`src/sv/lbds_pkg.sv`:
```
`default_nettype none
package lbds_pkg;

   localparam int COUNT_BITS_DEFAULT  = 20;
   localparam int QUEUE_DEPTH_DEFAULT = 4;
   localparam int POINT_W             = 20;
   localparam int CAM_W               = 24;
   localparam int COEF_W              = 16;
   localparam int CSR_W               = 64;
   localparam int CSR_IDX_W           = 3;

   localparam logic [CSR_IDX_W-1:0] CSR_ROW_X      = 3'd0;
   localparam logic [CSR_IDX_W-1:0] CSR_ROW_Y      = 3'd1;
   localparam logic [CSR_IDX_W-1:0] CSR_ROW_Z      = 3'd2;
   localparam logic [CSR_IDX_W-1:0] CSR_INTRINSICS = 3'd3;
   localparam logic [CSR_IDX_W-1:0] CSR_BBOX       = 3'd4;

   typedef struct packed {
      logic signed [CAM_W-1:0] x;
      logic signed [CAM_W-1:0] y;
      logic signed [CAM_W-1:0] z;
      logic                    last;
   } cam_point_type;

   function automatic logic [COEF_W-1:0] lane(input logic [CSR_W-1:0] word, input int idx);
      return word[COEF_W*idx +: COEF_W];
   endfunction

endpackage
`default_nettype wire

```
`src/sv/lbds_queue.sv`:
```
`default_nettype none
module lbds_queue
   import lbds_pkg::*;
#(
   parameter int QUEUE_DEPTH = QUEUE_DEPTH_DEFAULT
) (
   input  wire logic                             clock,
   input  wire logic                             reset,
   input  wire logic                             push,
   input  wire cam_point_type                    push_data,
   input  wire logic                             pop,
   output cam_point_type                         head,
   output logic                                  not_empty,
   output logic [$clog2(QUEUE_DEPTH+1)-1:0]      level
);

   localparam int LEVEL_W = $clog2(QUEUE_DEPTH+1);
   localparam int PTR_W   = $clog2(QUEUE_DEPTH);

   cam_point_type        mem_ff [QUEUE_DEPTH];
   logic [PTR_W-1:0]     wr_ptr_ff;
   logic [PTR_W-1:0]     rd_ptr_ff;
   logic [LEVEL_W-1:0]   level_ff;

   function automatic logic [PTR_W-1:0] bump(input logic [PTR_W-1:0] p);
      return (p == PTR_W'(QUEUE_DEPTH-1)) ? '0 : p + PTR_W'(1);
   endfunction

   always_ff @(posedge clock) begin
      if (reset) begin
         wr_ptr_ff <= '0;
         rd_ptr_ff <= '0;
         level_ff  <= '0;
      end else begin
         if (push) begin
            wr_ptr_ff <= bump(wr_ptr_ff);
         end
         if (pop) begin
            rd_ptr_ff <= bump(rd_ptr_ff);
         end
         if (push && !pop) begin
            level_ff <= level_ff + LEVEL_W'(1);
         end else if (pop && !push) begin
            level_ff <= level_ff - LEVEL_W'(1);
         end
      end
      if (push) begin
         mem_ff[wr_ptr_ff] <= push_data;
      end
   end

   assign head      = mem_ff[rd_ptr_ff];
   assign not_empty = level_ff != '0;
   assign level     = level_ff;

endmodule
`default_nettype wire

```
`config.mk`:
```
export PLATFORM = sky130hd
export DESIGN_NAME = lbds_queue
export DESIGN_NICKNAME = d
export VERILOG_FILES = /design/src/sv/lbds_pkg.sv /design/src/sv/lbds_queue.sv
export SDC_FILE = /design/constraint.sdc
export NUM_CORES = 1
export LEC_CHECK = 0
export BUFFER_PORTS_ARGS = -buffer_cell sky130_fd_sc_hd__buf_2
export CORE_UTILIZATION = 45
export DETAILED_ROUTE_END_ITERATION = 7
export PLACE_DENSITY_LB_ADDON = 0.1
export SLEW_MARGIN = 20
export SYNTH_ARGS = -nofsm -noshare
export SYNTH_HDL_FRONTEND = slang
export SYNTH_SLANG_ARGS = --single-unit
export TNS_END_PERCENT = 100
```
`constraint.sdc`:
```
create_clock -name clock -period 2.95 [get_ports clock]
set_input_delay 0.295 -clock clock [delete_from_list [all_inputs] [get_ports clock]]
set_output_delay 0.295 -clock clock [all_outputs]
set_load 0.1 [all_outputs]
```
==> flow_summary.ini <==
[run_status]
outcome = finished clean

[power]
powerDensity_nw_per_um2 = 755.2
seqPwrFrac_pct = 47.4
p_leak_uw = 0.004777
finalPower_uw = 10500
ir_drop_mv = 0.5617
power.share.clock_pct = 34.9
cell_internal_pwr_uw = 7503
p_sw_share_pct = 28.55
combPwrFrac_pct = 17.7
p_sw_uw = 2998

[floorplanning]
core_area_um2 = 23750
die-area_um2 = 25170
die_h_um = 158.6
die_w_um = 158.6
ios = 154
start_util_pct = 46.49
num_rows = 56

[route]
ant_nets = 0
drc = 0
num_vias = 5223
drt-total-wl_um = 20370
viasPerCell = 5.091
wl_per_cell_um = 19.86
firstDrtPassIters = 4
drtIter0Drc = 326

[sta]
setup_viol = 0
rsz0062_at_grt = no
setup_tns_ns = 0
post-route-period-util_pct = 91.80
hold_viol_final = 0
worst_hold_slack_ns = 0.02922
worst_pin_slew_ns = 0.6129
relSlewSlack_pct = 59.14
fmaxAchievable_ghz = 0.3693
min_period_ns = 2.708
drv_slew = 0
finClkSkew_ns = 0.01570

[grt]
grt_remaining_overflow = 0
grt_usage_pct = 16.79
grt_pass1_vias = 5552
antenna_found_initial = 2
grt_start_max_net_pins = 46
grt_pass1_wl_um = 31200

[worst_setup_path]
worstSetupPathType = flop to primary output
r2r_start = wr_ptr_ff[0]$_SDFFE_PP0P_
required_ns = 2.65
cp.arrival_ns = 2.41
cp-end-kind = primary output
start_kind = flop
rrSetupSlack_ns = 1.07
worstPathMaxFanout = 22

[synth]
synthDistinctLibCells = 19
yosys_warnings = 0
syn_inst = 424
avgSynthCellArea_um2 = 26.04
ys_seq_area_share_pct = 81.04
syn-cell-area_um2 = 11040
synth.net_count = 508
synth_seq_cells = 301

[run]
drv_cap = 0

[worst_hold_path]
hold_path.class = input port to flop
hold_path_startpoint = reset

[clock_tree]
cts_buffers = 31
clkTransAtPathRegs_ns = 0.06
cts_num_sinks = 301
cts-root-buf = clkbuf_16
cts_tree = built
clockBufferDepth = 3
htreeDepth = 1
cts_hold_buffers = 73
ctsResizeCount = 0
insertion_delay_ns = 0.54
post-cts-setup-buffers = 0

[cells_and_area]
mostFrequentLayoutCell = edfxtp_1
fill_cells = 1781
diodes = 0
fin_nets = 768
final_cell_mix = edfxtp_1, buf_2, dlygate4sd3_1
area_growth_pct = 25.94
final_layout_size_suffix_gt1_share_pct = 40.88

[placement]
gp_congestion = 0.6890
io_buffers = 153
dp_hpwl_um = 12040
metrics by stage:
| stage | area, um2 | setup WS (ns) | std cells | util [%] |
|---|---|---|---|---|
| floorplan | 11040 | 0.2565 | 424 | - |
| global placement | 12210 | 0.7509 | 897 | 51.41 |
| detailed placement | 12210 | 0.7223 | 897 | 51.41 |
| CTS | 13910 | 0.1257 | 1026 | 58.54 |
| global route | 13910 | 0.06535 | 1026 | 58.54 |
| finish | 13910 | 0.2420 | 1026 | 58.54 |
cell usage after synthesis:
cell,number,share of area [%]
fa_1,1,0.18
nor2_1,7,0.24
clkbuf_2,1,0.045
edfxtp_1,292,79
and2_1,4,0.23
mux2i_1,4,0.36
inv_1,4,0.14
nor3b_1,1,0.068
buf_6,1,0.10
xor2_1,2,0.16
ha_1,6,0.68
mux4_1,1,0.24
mux4_2,72,15
o21ai_0,1,0.045
buf_12,7,1.3
a21oi_1,2,0.091
dfxtp_1,9,1.6
buf_2,7,0.32
or3_1,2,0.11
per-layer routing:
metal	vias up	GRT usage, %	part of all wire, %
met2	136	27.99	49
li1	2344	-	-
met3	34	3.729	5.3
met5	-	0	0.064
met4	2	3.984	2.1
met1	2707	22.59	44
cell type report:
cell class	count	area [um2]	area share, %
Sequential cell	301	8956	64.41
Multi-Input combinational cell	103	1897	13.64
Inverter	4	15.01	0.1080
Timing Repair Buffer	243	1674	12.04
Clock buffer	37	798.3	5.741
Clock inverter	19	166.4	1.197
Tap cell	319	399.1	2.870
final timing paths:
kind                                                  end  cells past startpoint
worst max register to register     mem_ff[2][8]$_DFFE_PP_                      4
worst max-delay path                             head[27]                      3
worst min-delay path            wr_ptr_ff[0]$_SDFFE_PP0P_                      2
worst min register to register      level[2]$_SDFFE_PP0P_                      2
power by group through the flow:
stage | logic [uW] | registers (uW) | clock network (uW)
global route | 1940 | 4990 | 3910
CTS | 1880 | 4980 | 3750
detailed placement | 1800 | 5070 | 0
global placement | 1790 | 5060 | 0
finish | 1860 | 4970 | 3670
floorplan | 1450 | 5080 | 0
state kept, by name, summed over array words and instances (netlist names), named ones only:
register,cells
level,3
mem_ff,292
rd_ptr_ff,2
wr_ptr_ff,2
worst max-delay path: stages, from the launching register on:
cell	delay [ns]
dfxtp_4	0.65
buf_4	0.34
mux4_2	0.55
buf_2	0.31
logic make-up after synthesis:
kind of cell / share of synthesized area, %
adder cells (fa/ha/maj): 0.8612
AO/OA/AOI/OAI: 0.1359
XOR/XNOR: 0.1587
multiplexers: 15.29
AND/OR/NAND/NOR: 0.6459
buffers and inverters: 1.870
flip-flops: 81.04
No activity file was read; power rests on OpenSTA's default activity.
